**src/hdl/fhm_pkg.sv**
```systemverilog
`timescale 1ns / 1ps

package fhm_pkg;

  localparam int unsigned TableEntriesDefault = 1024;

  localparam logic [15:0] EtherTypeIpv4 = 16'h0800;
  localparam logic [7:0]  ProtoTcp      = 8'd6;
  localparam logic [15:0] HttpMinLen    = 16'd7;

  // action carried in the input tuser
  localparam logic ACT_COUNT = 1'b0;
  localparam logic ACT_READ  = 1'b1;

  // outcome codes
  localparam logic [2:0] OUT_NOT_IPV4 = 3'd0;
  localparam logic [2:0] OUT_NOT_TCP  = 3'd1;
  localparam logic [2:0] OUT_EMPTY    = 3'd2;
  localparam logic [2:0] OUT_TCP      = 3'd3;
  localparam logic [2:0] OUT_HTTP     = 3'd4;
  localparam logic [2:0] OUT_FULL     = 3'd5;
  localparam logic [2:0] OUT_READ     = 3'd6;

  // entry kinds
  localparam logic [2:0] KIND_NONE   = 3'd0;
  localparam logic [2:0] KIND_TCP    = 3'd1;
  localparam logic [2:0] KIND_GET    = 3'd2;
  localparam logic [2:0] KIND_PUT    = 3'd3;
  localparam logic [2:0] KIND_POST   = 3'd4;
  localparam logic [2:0] KIND_DELETE = 3'd5;

  typedef struct packed {
    logic [31:0] src_addr;
    logic [31:0] dst_addr;
    logic [15:0] sport;
    logic [15:0] dport;
    logic [2:0]  kind;
    logic [63:0] bytes;
    logic [63:0] pkts;
  } entry_t;

  typedef struct packed {
    logic        drop;
    logic [2:0]  outcome;
    logic [15:0] len;
    logic [2:0]  method;
  } cls_t;

endpackage

```
**src/hdl/fhm_classify.sv**
```systemverilog
`timescale 1ns / 1ps

module fhm_classify (
  input  logic [15:0]   ether_type_i,
  input  logic [7:0]    ip_protocol_i,
  input  logic [3:0]    ip_header_words_i,
  input  logic [15:0]   ip_total_length_i,
  input  logic [3:0]    tcp_header_words_i,
  input  logic [55:0]   payload_head_i,
  output fhm_pkg::cls_t cls_o
);

  logic signed [17:0] len;
  logic [7:0] b0, b1, b2, b3, b4, b5;
  logic [2:0] method;

  assign len = $signed(18'(ip_total_length_i)) - $signed(18'({ip_header_words_i, 2'b00}))
             - $signed(18'({tcp_header_words_i, 2'b00}));

  assign b0 = payload_head_i[55:48];
  assign b1 = payload_head_i[47:40];
  assign b2 = payload_head_i[39:32];
  assign b3 = payload_head_i[31:24];
  assign b4 = payload_head_i[23:16];
  assign b5 = payload_head_i[15:8];

  always_comb begin
    priority if (b0 == "G" && b1 == "E" && b2 == "T") begin
      method = fhm_pkg::KIND_GET;
    end else if (b0 == "P" && b1 == "O" && b2 == "S" && b3 == "T") begin
      method = fhm_pkg::KIND_POST;
    end else if (b0 == "P" && b1 == "U" && b2 == "T") begin
      method = fhm_pkg::KIND_PUT;
    end else if (b0 == "D" && b1 == "E" && b2 == "L" && b3 == "E" && b4 == "T"
                 && b5 == "E") begin
      method = fhm_pkg::KIND_DELETE;
    end else begin
      method = fhm_pkg::KIND_NONE;
    end
  end

  always_comb begin
    cls_o.drop    = 1'b1;
    cls_o.outcome = fhm_pkg::OUT_NOT_IPV4;
    cls_o.len     = len[15:0];
    cls_o.method  = fhm_pkg::KIND_NONE;
    priority if (ether_type_i != fhm_pkg::EtherTypeIpv4) begin
      cls_o.outcome = fhm_pkg::OUT_NOT_IPV4;
    end else if (ip_protocol_i != fhm_pkg::ProtoTcp) begin
      cls_o.outcome = fhm_pkg::OUT_NOT_TCP;
    end else if (len <= 18'sd0) begin
      cls_o.outcome = fhm_pkg::OUT_EMPTY;
    end else begin
      cls_o.drop    = 1'b0;
      cls_o.outcome = fhm_pkg::OUT_TCP;
      cls_o.method  = (len[15:0] >= fhm_pkg::HttpMinLen) ? method : fhm_pkg::KIND_NONE;
    end
  end

endmodule

```
**config.mk**
```make
export PLATFORM = sky130hd
export DESIGN_NAME = fhm_classify
export DESIGN_NICKNAME = d
export VERILOG_FILES = /design/src/hdl/fhm_pkg.sv /design/src/hdl/fhm_classify.sv
export SDC_FILE = /design/constraint.sdc
export NUM_CORES = 1
export LEC_CHECK = 0
export BUFFER_PORTS_ARGS = -buffer_cell sky130_fd_sc_hd__buf_2
export CAP_MARGIN = 20
export CORE_MARGIN = 2
export CORE_UTILIZATION = 32
export DETAILED_ROUTE_END_ITERATION = 16
export GPL_TIMING_DRIVEN = 0
export PLACE_DENSITY_LB_ADDON = 0.12
export SETUP_SLACK_MARGIN = 0.4
export SYNTH_ARGS = -nofsm -noshare
export SYNTH_HDL_FRONTEND = slang
export SYNTH_SLANG_ARGS = --single-unit
```
**constraint.sdc**
```tcl
create_clock -name vclk -period 8.5
set_input_delay 1.275 -clock vclk [all_inputs]
set_output_delay 1.275 -clock vclk [all_outputs]
set_load 0.02 [all_outputs]
```
# Word-level counts from Yosys, hierarchy flattened
# Index checks and enable logic that the tools add are counted.
# classes
n_reduce_logical	12
magnitude_cmp	2
n_addsub	2
n_mux	14
n_eq_ne	15
# ops
op	n
== test 8 x 7 -> 1 bit, second input constant	13
two-way mux 3 bit	8
<= comparator 18 x 1 -> 1 bit, second input constant	1
subtractor 17 x 7 -> 18 bit	1
subtractor 16 x 6 -> 17 bit	1
>= comparator 16 x 3 -> 1 bit, second input constant	1
inequality test 16 x 12 -> 1 bit, second input constant	1
logical AND 1 bit	12
inequality test 8 x 3 -> 1 bit, second input constant	1
two-way mux 1 bit	4
two-way mux 2 bit	2
# totals
reg_bits	0
in_bits	104
output_inout_bits	23
elab_cells	45

# Logic depth before layout (Yosys ltp)
# Gate-level depths: netlist of run 1.
# depth
ltp_word	14
depth_mapped	16
ltp_nobuf	14

# Worst setup path before layout of run 1
# No wires, ideal clock.
# synth_path
path_kind	in2out
startpoint	in ip_header_words_i[3]
endpoint	out cls_o[1] in the netlist's numbering
required_time_ns	7.225
arrival_ns	4.439
n_path_buf	2
path_stages	16
setup_slack_ns	2.786
path_cell_list	inv_1 > ha_1 > buf_2 > o21a_1 > o31a_1 > buf_2 > a21oi_1 > ha_1 > nor2_1 > a21oi_1 > a2111oi_0 > nor3_1 > xnor2_1 > or2_2 > o31ai_1 > nor4_2
# synth_rtl
element	line_no	source
start, declared	fhm_classify.sv:6	input logic [3:0] ip_header_words_i,
end, declared	fhm_classify.sv:10	output fhm_pkg::cls_t cls_o

==> qor.yml, run 1 <==
finish:
  nets: 443
  num-fill-cells: 476
  seq_cells: 0
  final_area_um2: 2080
  diodes: 0
  regArea_um2: 0
  area_delta_synth_final_pct: 44.6
  final_layout_size_suffix_gt1_share_pct: 41.0
  nClkBuffers: 0
  fin_cells: 379
placed_design:
  dp_hpwl_mm: 4.35
  place_inst: 379
  placed_area_um2: 2080
  gp_congestion: 0.902
  io_buffers: 115
job:
  drv_cap: 0
floorplanning:
  start_util_pct: 33.2
  core-area_um2: 4320
  fp-row-count: 24
  fp.dieArea_um2: 5040
  die_x_um: 71.0
  fp.dieH_um: 71.0
  ios: 127
timing:
  final_hold_viol_count: 0
  worst_hold_slack_ps: 2900
  setup_tns_ps: 0
  min_period_over_period_pct: 73.4
  slew_headroom_pct: 40.2
  rsz0062_at_grt: "no"
  drv_slew: 0
  post-route-min-period_ps: 6240
  clock.fmax_mhz: 160
  tightest_slew_ps: 889
  setup_viol_count_final: 0
synthesis:
  synth_warnings: 0
  synth_cell_types: 55
  synth.most_common_cell: "nor2_1"
  syn-num-nets: 326
  synth_top_area_share_pct: 6.97
  netlist_instances: 212
  syn_area_um2: 1440
  yosys.area.top_type: "ha_1"
  synth_common_cells: "nor2_1 (21), nand2_1 (16), inv_1 (15), nor4_1 (14), xnor2_1 (11)"
  yosysSeqAreaShare_pct: 0
  synth_area_per_cell_um2: 6.78
  yosys-top-cells-area: "ha_1 (7.0%), xnor2_1 (6.7%), nor4_1 (6.1%)"
detailed_routing:
  dr.first_iter.drc_count: 63
  drc: 0
  antenna_left: 0
  routed_wl_mm: 4.93
  viasPerCell: 5.27
  wire_per_inst_um: 13.0
  firstDrtPassIters: 4
  vias: 1997
pwr:
  power.density_nw_per_um2: 70.1
  power_switching_mw: 0.0858
  swShare_pct: 58.9
  leakage_nw: 0.949
  p_int_mw: 0.0598
  pwr-share-comb_pct: 100.0
  power_frac_seq_pct: 0
  clkPwrFrac_pct: 0
  peakVddDrop_mv: 0.0306
cts:
  cts_setup_buffers: 0
  cts_resized: 0
  cts-hold-fix-buffers: 0
critical_path:
  cp-start-kind: "input pin"
  path_class: "in -> out"
  worstPathMaxFanout: 9
  endpoint_kind: "output port"
  critPathRequiredTime_ps: 7220
  arrival_ps: 4960
hold_path:
  whs_path_depth: 3
  hold_path.class: "in -> out"
grt:
  antenna_found_initial: 0
  grt_pass1_vias: 1786
  grt_max_degree: 11
  gr-total-overflow: 0
  grt_use_total_pct: 18.0
  grt_first_pass_wirelength_mm: 7.80
outcome:
  status: "finished clean"
[cells in the final DEF (no fill, tap or decap), types with 3 or more instances in the layout]
cell type and n:
nor4_1 14, nor4b_1 9, nor2b_1 3, xnor2_1 11
o21ai_0 5, xor2_1 8, nor3_1 9, nand3_1 5
nand2_1 16, a21oi_1 9, nand3b_1 4, o21a_1 3
nand4b_1 4, nor4bb_1 6, or3_1 3, buf_2 119
a211oi_1 3, ha_1 8, nand2b_1 3, nor2_1 21
buf_4 3, inv_1 15
[final timing paths]
path / slack [ps] / end / start
hold / removal: 2900 / cls_o[4] / ip_total_length_i[1]
setup / recovery: 2260 / cls_o[1] / ip_header_words_i[1]
[layer usage]
layer | wire [um] | GRT usage, % | vias up
met5 | 0 | 0 | -
met4 | 26 | 1.05 | 0
met3 | 351 | 1.71 | 2
met2 | 2470 | 35.4 | 74
met1 | 2080 | 21.9 | 888
li1 | - | - | 1033
[cell families (layout without fill, tap and decap cells)]
kind of cell,count (synthesis),in the layout,share of synthesized area (%)
other,1,1,0.261
AND/OR/NAND/NOR,111,111,46.4
XOR/XNOR,19,19,11.6
buffers and inverters,27,142,9.49
AO/OA/AOI/OAI,44,44,22.5
adder cells (fa/ha/maj),10,10,9.76
[through the flow]
| step | worst slack [ps] | total power [mW] | utilization, % |
|---|---|---|---|
| 2_1_floorplan | 2790 | 0.0902 | - |
| 3_3_place_gp | 2250 | 0.146 | 48.0 |
| 3_5_place_dp | 2310 | 0.147 | 48.0 |
| 4_1_cts | 2300 | 0.147 | 48.0 |
| 5_1_grt | 1990 | 0.161 | 48.0 |
| 6_report | 2260 | 0.146 | 48.0 |
[critical path, stage by stage]
cell,delay [ps]
buf_2,100
inv_1,40
ha_1,250
nor2b_1,320
o31a_1,160
buf_2,200
a21oi_1,60
ha_1,320
nor2_1,50
a21oi_1,480
a2111oi_0,180
nor3_1,280
xnor2_1,140
or2_2,310
o31ai_1,490
nor4_2,110
buf_2,180
[power groups by stage]
stage	sequential, mW	combinational, mW	clock (mW)
finish	0	0.146	0
detailed placement	0	0.147	0
CTS	0	0.147	0
floorplan	0	0.0902	0
global placement	0	0.146	0
global route	0	0.161	0
[area by class of cell]
cell class | count | area (um2) | share of cell area [%]
multi-input cells | 185 | 1300 | 62.6
well taps | 52 | 65.1 | 3.13
plain buffers | 12 | 80.1 | 3.86
inverters | 15 | 56.3 | 2.71
repair buffers | 115 | 576 | 27.7
No activity file was read; power rests on OpenSTA's default activity.
==> run 2: changes to the inputs <==
- clock period: 8.5 -> 5.35 ns (I/O delays scaled with it)
==> qor.yml, run 2 (synthesis gave the netlist of run 1 again) <==
placed_design:
  place_inst: 379  # unchanged
  post-place-ws_ps: 109  # -2200 ps
  io_buffers: 115  # unchanged
  gp_congestion: 0.902  # unchanged
  placed_area_um2: 2080  # unchanged
  dp_hpwl_mm: 4.35  # unchanged
critical_path:
  crit_chain: "buf_2 -> inv_1 -> ha_1 -> nor2b_2 -> o31a_1 -> buf_4 -> a21oi_4 -> ha_4 -> nor2_2 -> a21oi_4 -> a2111oi_2 -> nor3_1 -> xnor2_1 -> or2_4 -> o31ai_4 -> nor4_2 -> buf_2"
  slowest_stage: "a2111oi_2"
  worstPathMaxFanout: 9  # unchanged
  critPathMaxStageDelay_ps: 340  # -150 ps
  path_class: "in -> out"
  endpoint_kind: "output port"
  critPathRequiredTime_ps: 4550  # -2670 ps
  arrival_ps: 3940  # -1020 ps
  cp-start-kind: "input pin"
floorplanning:
  ios: 127  # unchanged
  start_util_pct: 33.2  # unchanged
  die_x_um: 71.0  # unchanged
  fp.dieArea_um2: 5040  # unchanged
  core-area_um2: 4320  # unchanged
  fp-row-count: 24  # unchanged
  fp.dieH_um: 71.0  # unchanged
pwr:
  leakage_nw: 0.979  # +3.1%
  power.density_nw_per_um2: 117  # +67%
  pwr-share-comb_pct: 100.0  # about the same
  peakVddDrop_mv: 0.0494  # +61%
  clkPwrFrac_pct: 0  # unchanged
  p_int_mw: 0.107  # +79%
  finalPower_mw: 0.256  # +76%
  swShare_pct: 58.1  # -0.87 points
  power_frac_seq_pct: 0  # unchanged
  power_switching_mw: 0.149  # +73%
finish:
  mostFrequentLayoutCell: "buf_2"
  seq_cells: 0  # unchanged
  diodes: 0  # unchanged
  fin_cells: 380  # +0.26%
  final_cell_mix: "buf_2 (116), nor2_1 (19), nand2_1 (16)"
  final_area_um2: 2190  # +5.5%
  area_delta_synth_final_pct: 52.6
  final_layout_size_suffix_gt1_share_pct: 44.8  # +3.8 points
  nets: 444  # +0.23%
  post-route-util_pct: 50.7  # +2.7 points
  regArea_um2: 0  # unchanged
  nClkBuffers: 0  # unchanged
detailed_routing:
  firstDrtPassIters: 4  # unchanged
  antenna_left: 0  # unchanged
  dr.first_iter.drc_count: 60  # -4.8%
  drc: 0  # unchanged
  routed_wl_mm: 5.01  # +1.5%
  wire_per_inst_um: 13.2  # +1.2%
  vias: 2012  # +0.75%
  viasPerCell: 5.29  # +0.49%
timing:
  setup_tns_ps: 0  # unchanged
  setup_viol_count_final: 0  # unchanged
  post-route-min-period_ps: 4740
  clock.fmax_mhz: 211
  tightest_slew_ps: 877  # -12.1 ps
  slew_headroom_pct: 41.0  # +0.82 points
  min_period_over_period_pct: 88.6
  worst_hold_slack_ps: 1950  # -945 ps
  final_hold_viol_count: 0  # unchanged
  drv_slew: 0  # unchanged
  rsz0062_at_grt: "no"
  layout_setup_ws_ps: 612  # -1650 ps
hold_path:
  worst_hold_path.endpoint: "cls_o[4]"
  hold_path.class: "in -> out"
  whs_path_depth: 3  # unchanged
  hold_start: "ip_total_length_i[1]"
grt:
  grt_use_total_pct: 18.1  # +0.088 points
  gr-total-overflow: 0  # unchanged
  grt_pass1_vias: 1785  # -0.056%
  grt_max_degree: 11  # unchanged
  antenna_found_initial: 0  # unchanged
  grt_first_pass_wirelength_mm: 7.84  # +0.45%
job:
  drv_cap: 0  # unchanged
outcome:
  status: "finished clean"
cts:
  cts-hold-fix-buffers: 0  # unchanged
## run 2: changes by cell type in the layout (fill, tap and decap cells not counted), moves of 2 or more
| cell | previous run | this run |
|---|---|---|
| nor2_2 | 0 | 2 |
| nor2b_2 | 0 | 2 |
| buf_4 | 3 | 6 |
| nor2_1 | 21 | 19 |
| nor2b_1 | 3 | 1 |
| a21oi_1 | 9 | 6 |
| a21oi_4 | 0 | 3 |
| buf_2 | 119 | 116 |
## run 2: worst max-delay path, delay by kind of cell
kind / cells / cell delay [ps]
xor+xnor: 1 / 250
simple gates: 5 / 950
compound gates: 5 / 880
buf+inv: 4 / 520
fa+ha+maj: 2 / 510
## run 2: power by group through the flow
stage          sequential (mW)  combinational [mW]  clock [mW]
4_1_cts                      0               0.237           0
3_3_place_gp                 0               0.233           0
5_1_grt                      0               0.280           0
2_1_floorplan                0               0.143           0
3_5_place_dp                 0               0.233           0
6_report                     0               0.256           0
## run 2: repair_timing
action / CTS / global route
gates resized for setup: 4 / 19
setup buffers: 0 / 1
hold endpoints to repair: 0 / 0
endpoints found under the setup margin: 5 / 5
pin swaps: 0 / 2
## run 2: layout make-up
cell class                 count  area, um2
buffer                        12       85.1
fill                         471       2130
inverter                      15       56.3
multi-input combinational    185       1400
tap                           52       65.1
timing repair buffer         116        586
## run 2: routing by layer
metal	vias to the layer above	GRT usage, %	share of wire, %
li1	1039	-	-
met1	902	22.1	42
met2	69	35.4	51
met3	2	1.71	6.7
met4	0	1.05	0.48
met5	-	0	0
## run 2: worst max-delay path by stage
stage	start	end	slack, ps	cells past startpoint
after global routing	ip_total_length_i[2]	cls_o[1]	420	15
after floorplan	ip_header_words_i[3]	cls_o[1]	580	16
after CTS	ip_header_words_i[3]	cls_o[1]	400	18
after detailed placement	ip_header_words_i[1]	cls_o[1]	110	17
final	ip_header_words_i[1]	cls_o[1]	610	17
after global placement	ip_header_words_i[1]	cls_o[1]	40	17
==> run 3: changes to the inputs <==
==> constraint.sdc (replaced) <==
create_clock -name vclk -period 5.35
set_input_delay 0.535 -clock vclk [all_inputs]
set_output_delay 0.535 -clock vclk [all_outputs]
set_load 0.02 [all_outputs]
==> qor.yml, run 3 (synthesis gave the netlist of run 1 again) <==
outcome:
  status: "finished clean"
detailed_routing:
  routed_wl_mm: 4.95  # -1.2%
  drc: 0  # unchanged
  viasPerCell: 5.29  # about the same
  firstDrtPassIters: 4  # unchanged
  dr.first_iter.drc_count: 52  # -13%
  wire_per_inst_um: 13.1  # -0.90%
  antenna_left: 0  # unchanged
  vias: 2006  # -0.30%
timing:
  rsz0062_at_grt: "no"
  final_hold_viol_count: 0  # unchanged
  setup_tns_ps: 0  # unchanged
  worst_hold_slack_ps: 1420  # -535 ps
  min_period_over_period_pct: 86.8  # -1.7 points
  slew_headroom_pct: 40.5  # -0.45 points
  clock.fmax_mhz: 215  # +2.0%
  post-route-min-period_ps: 4640  # -93.0 ps
  setup_viol_count_final: 0  # unchanged
  drv_slew: 0  # unchanged
  layout_setup_ws_ps: 705  # +93.0 ps
  tightest_slew_ps: 884  # +6.67 ps
finish:
  regArea_um2: 0  # unchanged
  nClkBuffers: 0  # unchanged
  diodes: 0  # unchanged
  final_cell_mix: "buf_2 (119), nor2_1 (21), nand2_1 (16)"
  final_layout_size_suffix_gt1_share_pct: 41.3  # -3.5 points
  num-fill-cells: 476  # +1.1%
  nets: 443  # -0.23%
  mostFrequentLayoutCell: "buf_2"
  area_delta_synth_final_pct: 44.9
  seq_cells: 0  # unchanged
critical_path:
  worstPathMaxFanout: 9  # unchanged
  cpMostUsedCell: "buf_2"
  path_buf_inv: 4  # unchanged
  critPathRequiredTime_ps: 4820  # +270 ps
  path_class: "in -> out"
  critPathMaxStageDelay_ps: 490  # +150 ps
  path_delay_family: "compound AO/OA/AOI/OAI gates"
  slowest_stage: "o31ai_1"
  cp-start-kind: "input pin"
  arrival_ps: 4110  # +170 ps
  crit_chain: "buf_2 -> inv_1 -> ha_1 -> nor2b_1 -> o31a_1 -> buf_2 -> a21oi_1 -> ha_1 -> nor2_1 -> a21oi_2 -> a2111oi_0 -> nor3_1 -> xnor2_1 -> or2_2 -> o31ai_1 -> nor4_2 -> buf_2"
  endpoint_kind: "output port"
placed_design:
  dp_hpwl_mm: 4.35  # unchanged
  gp_congestion: 0.902  # unchanged
  post-place-ws_ps: 644  # +535 ps
  io_buffers: 115  # unchanged
pwr:
  finalPower_mw: 0.233  # -8.9%
  power.density_nw_per_um2: 112  # -4.1%
  pwr-share-comb_pct: 100.0  # about the same
  peakVddDrop_mv: 0.0486  # -1.8%
  power_switching_mw: 0.137  # -7.5%
  leakage_nw: 0.950  # -3.0%
  swShare_pct: 59.0  # +0.93 points
  power_frac_seq_pct: 0  # unchanged
  p_int_mw: 0.0955  # -11%
  clkPwrFrac_pct: 0  # unchanged
grt:
  gr-total-overflow: 0  # unchanged
  grt_use_total_pct: 18.0  # -0.088 points
  antenna_found_initial: 0  # unchanged
  grt_pass1_vias: 1786  # +0.056%
  grt_first_pass_wirelength_mm: 7.80  # -0.45%
  grt_max_degree: 11  # unchanged
floorplanning:
  core-area_um2: 4320  # unchanged
  ios: 127  # unchanged
  start_util_pct: 33.2  # unchanged
  fp.dieArea_um2: 5040  # unchanged
  fp.dieH_um: 71.0  # unchanged
  fp-row-count: 24  # unchanged
  die_x_um: 71.0  # unchanged
hold_path:
  hold_path.class: "in -> out"
cts:
  cts-hold-fix-buffers: 0  # unchanged
job:
  drv_cap: 0  # unchanged
==> run 3: per-stage QoR <==
stage / std cells / utilization [%] / cell area [um2]
after floorplan: 212 / - / 1440
after global placement: 379 / 48.0 / 2080
after detailed placement: 379 / 48.0 / 2080
after CTS: 379 / 48.0 / 2080
after global routing: 379 / 48.1 / 2080
final: 379 / 48.1 / 2080
==> run 3: power groups by stage <==
stage	logic (mW)	clock network, mW	registers (mW)
final	0.233	0	0
after global routing	0.257	0	0
after CTS	0.234	0	0
after detailed placement	0.233	0	0
after global placement	0.233	0	0
after floorplan	0.143	0	0
==> run 3: what timing repair did <==
action | in CTS | in global routing
hold endpoints to repair | 0 | 0
setup endpoints to repair | 0 | 3
resized for setup | 0 | 1
buffers inserted | 0 | 0
==> run 3: cell type report <==
type,count,area (um2),share of cell area [%]
multi-input combinational,185,1300,62.7
timing repair buffer,115,576,27.7
buffer,12,80.1,3.85
tap,52,65.1,3.13
inverter,15,56.3,2.71
==> run 3: tightest hold or removal path, stage by stage <==
cell,delay (ps)
buf_2,100
buf_4,90
buf_2,150
==> run 3: final timing paths <==
kind                 start        to  slack, ps  cells after the start
min   ip_total_length_i[1]  cls_o[4]       1420                      3
max   ip_header_words_i[1]  cls_o[1]        710                     17
==> run 3: routing by layer <==
layer  vias up  track usage, %  wire length [um]
met5         -               0                 0
met4         0            1.05                26
met3         2            1.71               380
met2        82            35.4              2480
met1       887            21.9              2060
li1       1035               -                 -
